### config.mk
export PLATFORM = sky130hd
export DESIGN_NAME = text_console_cursor_writer_top
export DESIGN_NICKNAME = d
export VERILOG_FILES = /design/src/design/tccw_pkg.sv /design/src/design/text_console_cursor_writer_top.sv
export SDC_FILE = /design/constraint.sdc
export NUM_CORES = 1
export LEC_CHECK = 0
export BUFFER_PORTS_ARGS = -buffer_cell sky130_fd_sc_hd__buf_2
export CAP_MARGIN = 15
export CORE_MARGIN = 2
export CORE_UTILIZATION = 40
export DETAILED_ROUTE_END_ITERATION = 16
export PLACE_DENSITY = 0.61
export SETUP_SLACK_MARGIN = 0.4
export SLEW_MARGIN = 40
export SYNTH_ARGS = -nofsm -noshare
export SYNTH_HDL_FRONTEND = slang
export SYNTH_SLANG_ARGS = --single-unit
### constraint.sdc
create_clock -name clock -period 5.7 [get_ports clock]
set_clock_uncertainty 0.1 [all_clocks]
set_input_delay 0.57 -clock clock [delete_from_list [all_inputs] [get_ports clock]]
set_output_delay 0.57 -clock clock [all_outputs]
set_load 0.1 [all_outputs]
### src/design/tccw_pkg.sv
// Shared constants, control-word types and microprogram table of the text console cursor writer.
`timescale 1ns / 1ps

package tccw_pkg;

   localparam int COLUMNS = 40;
   localparam int CELLS   = 4800;
   localparam int ADDR_W  = 13;
   localparam int COL_W   = $clog2(COLUMNS);
   localparam int STEP_W  = 2;

   localparam logic [7:0] SPACE_CODE = 8'h20;
   localparam logic [7:0] CR_CODE    = 8'd13;
   localparam logic [7:0] LF_CODE    = 8'd10;
   localparam logic [7:0] NUL_CODE   = 8'd0;

   // Datapath operation selected by a control word.
   typedef enum logic [1:0] {
      OP_TAKE    = 2'd0,
      OP_PUTC    = 2'd1,
      OP_NEWLINE = 2'd2,
      OP_CLEAR   = 2'd3
   } op_type;

   // Sequencing: how the next step is chosen.
   typedef enum logic [1:0] {
      SEQ_NEXT     = 2'd0,
      SEQ_JUMP     = 2'd1,
      SEQ_DISPATCH = 2'd2,
      SEQ_LOOP     = 2'd3
   } seq_type;

   typedef logic [STEP_W-1:0] step_type;

   localparam step_type STEP_FETCH   = 2'd0;
   localparam step_type STEP_PUTC    = 2'd1;
   localparam step_type STEP_NEWLINE = 2'd2;
   localparam step_type STEP_CLEAR   = 2'd3;

   typedef struct packed {
      op_type   op;
      logic     take;
      logic     emit;
      seq_type  seq;
      step_type target;
   } ctl_word_type;

   // The microprogram: fetch, then either one character write or a row set-up and a row clear.
   function automatic ctl_word_type rom_word(input step_type step);
      ctl_word_type w;
      unique case (step)
         STEP_FETCH:   w = '{op: OP_TAKE,    take: 1'b1, emit: 1'b0,
                             seq: SEQ_DISPATCH, target: STEP_NEWLINE};
         STEP_PUTC:    w = '{op: OP_PUTC,    take: 1'b0, emit: 1'b1,
                             seq: SEQ_JUMP,  target: STEP_FETCH};
         STEP_NEWLINE: w = '{op: OP_NEWLINE, take: 1'b0, emit: 1'b0,
                             seq: SEQ_NEXT,  target: STEP_FETCH};
         STEP_CLEAR:   w = '{op: OP_CLEAR,   take: 1'b0, emit: 1'b1,
                             seq: SEQ_LOOP,  target: STEP_CLEAR};
         default:      w = '{op: OP_TAKE,    take: 1'b0, emit: 1'b0,
                             seq: SEQ_JUMP,  target: STEP_FETCH};
      endcase
      return w;
   endfunction

endpackage

### src/design/text_console_cursor_writer_top.sv
// Top level of the text console cursor writer: microcoded sequencer and cursor datapath.
`timescale 1ns / 1ps

// Usage
// The request channel (req_valid, req_stall, req_char_code) takes one character byte
// per beat. The response channel (rsp_valid, rsp_stall and the rsp_ payload) gives one
// cell write per beat for an external screen store of 40 columns by 120 rows.
// An ordinary byte gives a single write at the cursor, and the cursor moves on by one,
// wrapping to cell 0 after the last cell. A carriage return or line feed moves the
// cursor to the start of the next row (row 0 after the last) and gives 40 writes of a
// space that clear that row; only the final one carries rsp_last_write. A zero byte is
// taken and gives nothing.
// Sequencing: a byte is taken only in the fetch step of the microprogram. An ordinary
// byte passes through the fetch and write steps, a zero byte through fetch alone, and
// a newline through fetch, row set-up, then one clearing step for each of 40 writes.
// The step counter walks the control table one step per cycle while no write step is
// held. A write reaches the response port in the cycle after its step, from a single
// output register, so the next byte can be fetched while a finished write waits. With
// the register full and rsp_stall high, a write step holds until the register frees.
// Synchronous reset empties the output register, returns the sequencer to the fetch step
// and puts the cursor at cell 0.

module text_console_cursor_writer_top (
   input  logic        clock,
   input  logic        reset,
   input  logic        req_valid,
   output logic        req_stall,
   input  logic [7:0]  req_char_code,
   output logic        rsp_valid,
   input  logic        rsp_stall,
   output logic [12:0] rsp_cell_address,
   output logic [7:0]  rsp_cell_byte,
   output logic        rsp_last_write,
   output logic [12:0] rsp_cursor_after
);

   localparam int AW = tccw_pkg::ADDR_W;
   localparam int CW = tccw_pkg::COL_W;

   // Sequencer state.
   tccw_pkg::step_type     pc_ff, pc_in;
   tccw_pkg::ctl_word_type ctl;

   // Datapath registers.
   logic [AW-1:0] cursor_ff, cursor_in;
   logic [AW-1:0] row_base_ff, row_base_in;
   logic [CW-1:0] col_ff, col_in;
   logic [AW-1:0] clr_addr_ff, clr_addr_in;
   logic [CW-1:0] count_ff, count_in;
   logic [7:0]    char_ff;

   // Output register.
   logic          rsp_valid_ff, rsp_valid_in;
   logic [AW-1:0] rsp_addr_ff;
   logic [7:0]    rsp_byte_ff;
   logic          rsp_last_ff;
   logic [AW-1:0] rsp_after_ff;

   logic          out_free;
   logic          fire;
   logic          req_take;
   logic          is_newline;
   logic          is_nul;
   logic          count_last;

   logic [AW:0]   cur_inc;
   logic          cur_wrap;
   logic [AW-1:0] cur_next;
   logic [CW-1:0] col_next;
   logic [AW:0]   nl_sum;
   logic [AW-1:0] nl_start;
   logic [AW:0]   clr_inc;
   logic [AW-1:0] clr_next;

   assign ctl = tccw_pkg::rom_word(pc_ff);

   // The output register is free when empty or when its beat leaves this cycle.
   assign out_free = !rsp_valid_ff || !rsp_stall;
   // A step that writes a result only goes ahead when the register can take it.
   assign fire     = !ctl.emit || out_free;

   assign req_stall  = !ctl.take;
   assign req_take   = req_valid && ctl.take;
   assign is_newline = (req_char_code == tccw_pkg::CR_CODE) ||
                       (req_char_code == tccw_pkg::LF_CODE);
   assign is_nul     = (req_char_code == tccw_pkg::NUL_CODE);
   assign count_last = (count_ff == CW'(tccw_pkg::COLUMNS - 1));

   // Cursor advance for an ordinary character, wrapping at the end of the screen.
   assign cur_inc  = {1'b0, cursor_ff} + (AW+1)'(1);
   assign cur_wrap = (cur_inc == (AW+1)'(tccw_pkg::CELLS));
   assign cur_next = cur_wrap ? '0 : cur_inc[AW-1:0];
   assign col_next = (cur_wrap || col_ff == CW'(tccw_pkg::COLUMNS - 1)) ? '0
                                                                       : col_ff + CW'(1);

   // Start of the next row, back to row 0 past the last row.
   assign nl_sum   = {1'b0, row_base_ff} + (AW+1)'(tccw_pkg::COLUMNS);
   assign nl_start = (nl_sum >= (AW+1)'(tccw_pkg::CELLS))
                     ? AW'(nl_sum - (AW+1)'(tccw_pkg::CELLS))
                     : nl_sum[AW-1:0];

   // Clearing address walks along the row, wrapping at the end of the screen.
   assign clr_inc  = {1'b0, clr_addr_ff} + (AW+1)'(1);
   assign clr_next = (clr_inc == (AW+1)'(tccw_pkg::CELLS)) ? '0 : clr_inc[AW-1:0];

   // Next step selection.
   always_comb begin
      pc_in = pc_ff;
      if (fire) begin
         case (ctl.seq)
            tccw_pkg::SEQ_NEXT: begin
               pc_in = pc_ff + tccw_pkg::step_type'(1);
            end
            tccw_pkg::SEQ_JUMP: begin
               pc_in = ctl.target;
            end
            tccw_pkg::SEQ_DISPATCH: begin
               if (!req_take || is_nul) begin
                  pc_in = pc_ff;
               end else if (is_newline) begin
                  pc_in = ctl.target;
               end else begin
                  pc_in = pc_ff + tccw_pkg::step_type'(1);
               end
            end
            tccw_pkg::SEQ_LOOP: begin
               pc_in = count_last ? tccw_pkg::STEP_FETCH : ctl.target;
            end
            default: begin
               pc_in = tccw_pkg::STEP_FETCH;
            end
         endcase
      end
   end

   // Datapath updates, one operation per control word.
   always_comb begin
      cursor_in   = cursor_ff;
      row_base_in = row_base_ff;
      col_in      = col_ff;
      clr_addr_in = clr_addr_ff;
      count_in    = count_ff;
      if (fire) begin
         unique case (ctl.op)
            tccw_pkg::OP_TAKE: begin
            end
            tccw_pkg::OP_PUTC: begin
               cursor_in = cur_next;
               col_in    = col_next;
               if (cur_wrap) begin
                  row_base_in = '0;
               end else if (col_ff == CW'(tccw_pkg::COLUMNS - 1)) begin
                  row_base_in = cur_inc[AW-1:0];
               end
            end
            tccw_pkg::OP_NEWLINE: begin
               cursor_in   = nl_start;
               row_base_in = nl_start;
               col_in      = '0;
               clr_addr_in = nl_start;
               count_in    = '0;
            end
            tccw_pkg::OP_CLEAR: begin
               clr_addr_in = clr_next;
               count_in    = count_ff + CW'(1);
            end
            default: begin
            end
         endcase
      end
   end

   always_comb begin
      rsp_valid_in = rsp_valid_ff && rsp_stall;
      if (ctl.emit && fire) begin
         rsp_valid_in = 1'b1;
      end
   end

   always_ff @(posedge clock) begin
      if (reset) begin
         pc_ff        <= tccw_pkg::STEP_FETCH;
         cursor_ff    <= '0;
         row_base_ff  <= '0;
         col_ff       <= '0;
         rsp_valid_ff <= 1'b0;
      end else begin
         pc_ff        <= pc_in;
         cursor_ff    <= cursor_in;
         row_base_ff  <= row_base_in;
         col_ff       <= col_in;
         rsp_valid_ff <= rsp_valid_in;
      end
   end

   always_ff @(posedge clock) begin
      clr_addr_ff <= clr_addr_in;
      count_ff    <= count_in;
      if (req_take) begin
         char_ff <= req_char_code;
      end
      if (ctl.emit && fire) begin
         if (ctl.op == tccw_pkg::OP_PUTC) begin
            rsp_addr_ff  <= cursor_ff;
            rsp_byte_ff  <= char_ff;
            rsp_last_ff  <= 1'b1;
            rsp_after_ff <= cur_next;
         end else begin
            rsp_addr_ff  <= clr_addr_ff;
            rsp_byte_ff  <= tccw_pkg::SPACE_CODE;
            rsp_last_ff  <= count_last;
            rsp_after_ff <= cursor_ff;
         end
      end
   end

   assign rsp_valid        = rsp_valid_ff;
   assign rsp_cell_address = rsp_addr_ff;
   assign rsp_cell_byte    = rsp_byte_ff;
   assign rsp_last_write   = rsp_last_ff;
   assign rsp_cursor_after = rsp_after_ff;

   // The cursor always sits inside the screen and agrees with its row base and column.
   a_cursor_in_range: assert property (@(posedge clock) disable iff (reset)
      cursor_ff < AW'(tccw_pkg::CELLS))
      else $error("cursor outside the screen");

   a_cursor_split: assert property (@(posedge clock) disable iff (reset)
      ({1'b0, cursor_ff} == {1'b0, row_base_ff} + (AW+1)'(col_ff)) &&
      (col_ff < CW'(tccw_pkg::COLUMNS)))
      else $error("cursor does not match row base and column");

   // A beat that is not a space can only be the single write of an ordinary byte.
   a_char_is_last: assert property (@(posedge clock) disable iff (reset)
      rsp_valid && (rsp_cell_byte != tccw_pkg::SPACE_CODE) |-> rsp_last_write)
      else $error("character write not marked as last");

   // Each clearing write that goes ahead moves the count on by one.
   a_clear_count: assert property (@(posedge clock) disable iff (reset)
      (pc_ff == tccw_pkg::STEP_CLEAR) && fire && !count_last
      |=> count_ff == $past(count_ff) + CW'(1))
      else $error("clearing count did not advance");

endmodule

==> flow_summary.yaml, run 1 <==
placement:
  dpl.cell_count: 735
  dp_hpwl_mm: 8.88
  numPortBuffers: 48
  routabilityCongestion: 0.886
timing:
  post-route-min-period_ns: 3.55
  slew-limit-headroom_pct: 44.9
  rsz0062_at_grt: "no"
  fin_setup_tns_ns: 0
  slew_violations: 0
  fmax_ghz: 0.282
  period_share_pct: 62.2
  hold_violations: 0
  setup_violations: 0
  worstMarginPinSlew_ns: 0.820
layout:
  diodes: 0
  layout-drive-gt1-share_pct: 17.4
  area_growth_pct: 12.6
  fin_cells: 750
  seq_area_mm2: 0.00256
  multi_input_area_mm2: 0.00265
  nFillCells: 1246
  fin_nets: 594
power_and_ir_drop:
  p_leak_nw: 2.15
  powerDensity_mw_per_mm2: 570
  vdd_ir_drop_max_v: 0.000190
die:
  die_area_mm2: 0.0145
  core_area_mm2: 0.0132
  fp.dieW_um: 120
  die_y_um: 120
  fp-row-count: 42
  start_util_pct: 40.9
  ioPinCount: 49
worst_setup_path:
  critPathMaxStageDelay_ns: 0.59
  crit_fanout: 14
  r2r-start: "cursor_ff[0]"
  cp_num_buf_inv: 0
  crit_family: "simple AND/OR/NAND/NOR gates"
  r2r-end: "row_base_ff[3]"
  crit_path_end_kind: "flip-flop"
  crit_type: "reg2reg"
  crit_required_ns: 5.88
  crit_path_top_delay_cell: "nor4_4"
  critPathLaunchType: "flip-flop"
  crit_chain: "ha_1 -> and3_1 -> and4_1 -> mux2i_1 -> nor4_4 -> o221ai_2 -> or4_1 -> a21oi_1"
  worst-r2r-cell-count: 8
  cp.depth: 8
  cp.arrival_ns: 3.72
  r2r_setup_slack_ns: 2.15
clocking:
  numCtsBuffers: 9
  ctsHoldBuffers: 0
  clockBufferDepth: 2
  clock_latency_ns: 0.34
  cts_setup_buffers: 0
  cts_tree: "yes"
  clkSinkCount: 97
  cts_max_level: 3
  path_clk_slew_ns: 0.07
  cts_resized: 0
  clock-root-buffer: "clkbuf_16"
drt:
  detail_route.wl_per_cell_um: 16.8
  vias: 4140
  dr.first_iter.drc_count: 397
  antenna_left: 0
  wirelength_mm: 12.6
  vias_per_cell: 5.52
  first_pass_iters: 5
  drc: 0
synthesis:
  synth.most_common_cell: "edfxtp_1"
  synth_edf_count: 62
  yosysWarnings: 0
  yosysUniqueCellTypes: 61
  ys_ff_latch: 97
  yosys.area.top_type_share_pct: 34.4
  async_flop_share_pct: 0
  synth_commonest_cells: "edfxtp_1, nand2_1, nor2_1"
  synth-seq-area-share_pct: 47.3
  syn_nets: 574
  syn_avg_cell_area_um2: 9.85
  synth_top_area_cell: "edfxtp_1"
  synthFlopType: "edfxtp_1"
  ys_top_cells_by_area: "edfxtp_1, dfxtp_1, xnor2_1"
  syn_area_mm2: 0.00542
  synthCells: 550
run_status:
  outcome: "completed"
run:
  maxCapViolations: 0
hold_path:
  min_delay_path_depth: 1
  hold_class: "in2reg"
  min_from: "req_char_code[4]"
  holdPathEnd: "char_ff[4]"
global_route:
  grt_pass1_vias: 3909
  grt-ovfl-total: 0
  grt_start_max_net_pins: 40
  antenna_found_initial: 0
  track_usage_pct: 18.1
  grt_pass1_wl_mm: 20.6
-- routing by layer --
layer,vias up,global-route usage [%],routed length (µm)
met5,-,0,0
met4,0,5.81,164
met3,11,4.06,753
met2,113,27.1,5690
met1,1967,26.0,6010
li1,2049,-,-
-- state kept, by name, indices dropped and copies added (netlist names) --
| register | cells |
|---|---|
| clr_addr_ff | 13 |
| cursor_ff | 13 |
| row_base_ff | 13 |
| rsp_cell_address | 13 |
| rsp_cursor_after | 13 |
| char_ff | 8 |
| rsp_cell_byte | 8 |
| col_ff | 6 |
| count_ff | 6 |
| pc_ff | 2 |
| rsp_last_write | 1 |
| rsp_valid | 1 |
-- metrics by stage --
stage,utilization (%),hold WS [ns],instance area [µm²],power (mW),worst slack (ns)
floorplan,-,0.349,5420,2.48,1.75
global placement,43.3,0.359,5730,2.77,2.35
detailed placement,43.6,0.367,5780,2.81,2.18
CTS,46.1,0.317,6100,3.48,2.17
global route,46.1,0.318,6100,3.68,1.84
finish,46.1,0.327,6100,3.48,2.15
-- cell families (layout without fill, tap and decap cells) --
logic type / count (synthesis) / in the layout / synth area share, %
DFF: 97 / 97 / 47.3
and+or+nand+nor: 189 / 189 / 18.4
muxes: 27 / 27 / 5.45
buffers and inverters: 55 / 79 / 4.16
adders and majority gates: 12 / 12 / 2.77
AOI/OAI and AO/OA: 120 / 120 / 13.9
xor gates and xnor gates: 50 / 50 / 8.08
-- cell type report --
| class | count | area share [%] |
|---|---|---|
| clock buffers | 9 | 3.69 |
| clock inverters | 6 | 1.60 |
| inverters | 11 | 0.677 |
| multi-input cells | 398 | 43.4 |
| flip-flops and latches | 97 | 42.0 |
| well taps | 176 | 3.61 |
| repair buffers | 53 | 5.01 |
-- worst reg2reg max path, delay by kind of cell, from the launching register on --
family	cells	cell delay (ns)
AND/OR/NAND/NOR	4	1.80
flip-flops	1	0.56
AO/OA/AOI/OAI	2	0.50
adder cells (fa/ha/maj)	1	0.34
multiplexers	1	0.18
-- layout by cell type (no fill, tap or decap), types with 12 or more instances in the layout --
| master | instances |
|---|---|
| mux2_2 | 20 |
| nand3_1 | 31 |
| edfxtp_1 | 62 |
| xor2_1 | 19 |
| buf_2 | 48 |
| nand2_1 | 41 |
| ha_1 | 12 |
| nand4_1 | 12 |
| dfxtp_1 | 35 |
| xnor2_1 | 31 |
| nor2_1 | 39 |
| o21ai_0 | 32 |
| a21oi_1 | 37 |
-- how the worst max path moves through the flow --
stage            startpoint                   to  slack [ns]
6_report       cursor_ff[0]       row_base_ff[3]        2.15
5_1_grt        cursor_ff[0]       row_base_ff[3]        1.84
4_1_cts        cursor_ff[0]       row_base_ff[3]        2.17
3_5_place_dp   cursor_ff[0]       row_base_ff[3]        2.18
3_3_place_gp   cursor_ff[0]       row_base_ff[3]        2.35
2_1_floorplan      pc_ff[0]  rsp_cell_address[0]        1.75
-- power breakdown --
part	leakage, nW	internal, mW	switching (mW)
Combinational	1.12	0.455	1.11
Sequential	0.864	1.02	0.225
Clock	0.159	0.390	0.274
Total	2.15	1.87	1.61
Power figures use the tool's default switching activity.
==> run 2: changes to the inputs <==
--- a/config.mk
+++ b/config.mk
@@ -10,7 +10,7 @@
 export CORE_MARGIN = 2
 export CORE_UTILIZATION = 40
 export DETAILED_ROUTE_END_ITERATION = 16
-export PLACE_DENSITY = 0.61
+export PLACE_DENSITY = 0.64
 export SETUP_SLACK_MARGIN = 0.4
 export SLEW_MARGIN = 40
 export SYNTH_ARGS = -nofsm -noshare
==> constraint.sdc (replaced) <==
create_clock -name clock -period 3 [get_ports clock]
set_clock_uncertainty 0.1 [all_clocks]
set_input_delay 0.3 -clock clock [delete_from_list [all_inputs] [get_ports clock]]
set_output_delay 0.3 -clock clock [all_outputs]
set_load 0.1 [all_outputs]
==> run 2 against run 1 <==
  * Register-to-register slack got worse by 1.7 ns
  * Critical path depth grew 2
  * Worst setup slack worse by 1.7 ns
  * Sequential share of layout area fell by 3.3 points
  * Flip-flop and latch count stayed put
  * Critical endpoint is now clr_addr_ff[11]
  * Largest cell class unchanged
  * Global-route usage is 0.53 points higher
  * Highest routed layer unchanged
  * First-iteration DRC count increased by 32%
  * Final cell count is 6.3% higher
  * Design area increased by 9.5%
  * Fmax is 37% higher
  * Routed wire length is 10% higher
==> flow_summary.yaml, run 2 (synthesis results as in run 1) <==
layout:
  final_area_mm2: 0.00668
  mostFrequentLayoutCells: "edfxtp_1, buf_2, buf_4"
  layout_commonest_cell: "edfxtp_1"
  fin_nets: 640
  diodes: 0
  nFillCells: 1162
  layout-drive-gt1-share_pct: 30.8
  area_growth_pct: 23.2
die:
  die_area_mm2: 0.0145
  fp-row-count: 42
  core_area_mm2: 0.0132
  die_y_um: 120
  start_util_pct: 40.9
  fp.dieW_um: 120
  ioPinCount: 49
timing:
  slew-limit-headroom_pct: 50.2
  finalHoldWorstSlack_ns: 0.0306
  post-route-min-period_ns: 2.58
  period_share_pct: 86.1
  setup_violations: 0
  rsz0062_at_grt: "no"
  fin_setup_tns_ns: 0
  slew_violations: 0
  worstMarginPinSlew_ns: 0.739
  worst_slack_ns: 0.417
  hold_violations: 0
  fmax_ghz: 0.387
global_route:
  grt_pass1_vias: 4154
  grt_pass1_wl_mm: 21.5
  grt_start_max_net_pins: 29
  antenna_found_initial: 0
  grt-ovfl-total: 0
  track_usage_pct: 18.7
power_and_ir_drop:
  p_leak_nw: 2.40
  vdd_ir_drop_max_v: 0.000383
  powerDensity_mw_per_mm2: 1060
clocking:
  clock-root-buffer: "clkbuf_16"
  path_clk_slew_ns: 0.08
  clockBufferDepth: 2
  cts_max_level: 3
  cts_tree: "yes"
  numCtsBuffers: 9
  clkSinkCount: 97
  clock_latency_ns: 0.36
  ctsHoldBuffers: 0
worst_setup_path:
  cp_num_buf_inv: 2
  crit_required_ns: 2.99
  crit_fanout: 5
  crit_family: "compound AO/OA/AOI/OAI gates"
  critPathMaxStageDelay_ns: 0.38
  crit_chain: "ha_4 -> buf_4 -> o211ai_1 -> xor2_1 -> a31o_2 -> buf_4 -> a21o_4 -> a21oi_2 -> xor2_1 -> a21oi_1"
  cp.arrival_ns: 2.57
  critPathLaunchType: "flip-flop"
  crit_path_top_delay_cell: "dfxtp_4"
  crit_path_end_kind: "flip-flop"
  crit_type: "reg2reg"
placement:
  dp_hpwl_mm: 9.23
  routabilityCongestion: 0.907
  numPortBuffers: 48
  dp_slack_ns: 0.121
  placed_area_mm2: 0.00597
run_status:
  outcome: "completed"
drt:
  vias: 4494
  first_pass_iters: 8
  detail_route.wl_per_cell_um: 17.4
  vias_per_cell: 5.64
  antenna_left: 0
  drc: 0
  wirelength_mm: 13.9
  dr.first_iter.drc_count: 525
hold_path:
  hold_class: "in2reg"
run:
  maxCapViolations: 0
[run 2: area by class of cell]
cell class | count | area [µm²] | area share [%]
Multi-Input combinational cell | 400 | 2870 | 43.0
Sequential cell | 97 | 2580 | 38.7
Timing Repair Buffer | 97 | 637 | 9.54
Clock buffer | 9 | 225 | 3.37
Tap cell | 176 | 220 | 3.30
Clock inverter | 7 | 96.3 | 1.44
Inverter | 11 | 45.0 | 0.675
[run 2: repair_timing]
| item | CTS | global route |
|---|---|---|
| gates resized for setup | 27 | 32 |
| pin swaps | 7 | 13 |
| cloned | 0 | 2 |
| endpoints found under the setup margin | 39 | 34 |
| buffers inserted | 14 | 5 |
[run 2: stage by stage]
stage          cells  utilization [%]  power [mW]
2_1_floorplan    550                -        4.73
3_3_place_gp     760             45.1        5.49
3_5_place_dp     760             45.1        5.53
4_1_cts          790             49.0        6.89
5_1_grt          797             50.4        7.42
6_report         797             50.4        7.10
[run 2: path summary, 6_finish.rpt]
check	startpoint	end	slack, ns	depth (start not counted)
max	row_base_ff[3]	clr_addr_ff[11]	0.42	10
min	req_char_code[4]	char_ff[4]	0.03	1
max reg2reg	row_base_ff[3]	clr_addr_ff[11]	0.42	10
min reg2reg	col_ff[1]	col_ff[1]	0.39	2
[run 2: power by group]
group	switching, mW	internal (mW)	total [mW]
logic	2.37	1.14	3.51
registers	0.381	1.95	2.33
clock network	0.580	0.675	1.26
total	3.33	3.77	7.10
[run 2: layer usage]
| metal | track usage (%) | wire length (µm) | vias to the layer above |
|---|---|---|---|
| met5 | 0 | 0 | - |
| met3 | 3.87 | 986 | 25 |
| met1 | 25.3 | 6150 | 2146 |
| met2 | 29.4 | 6440 | 173 |
| met4 | 6.98 | 310 | 0 |
| li1 | - | - | 2150 |
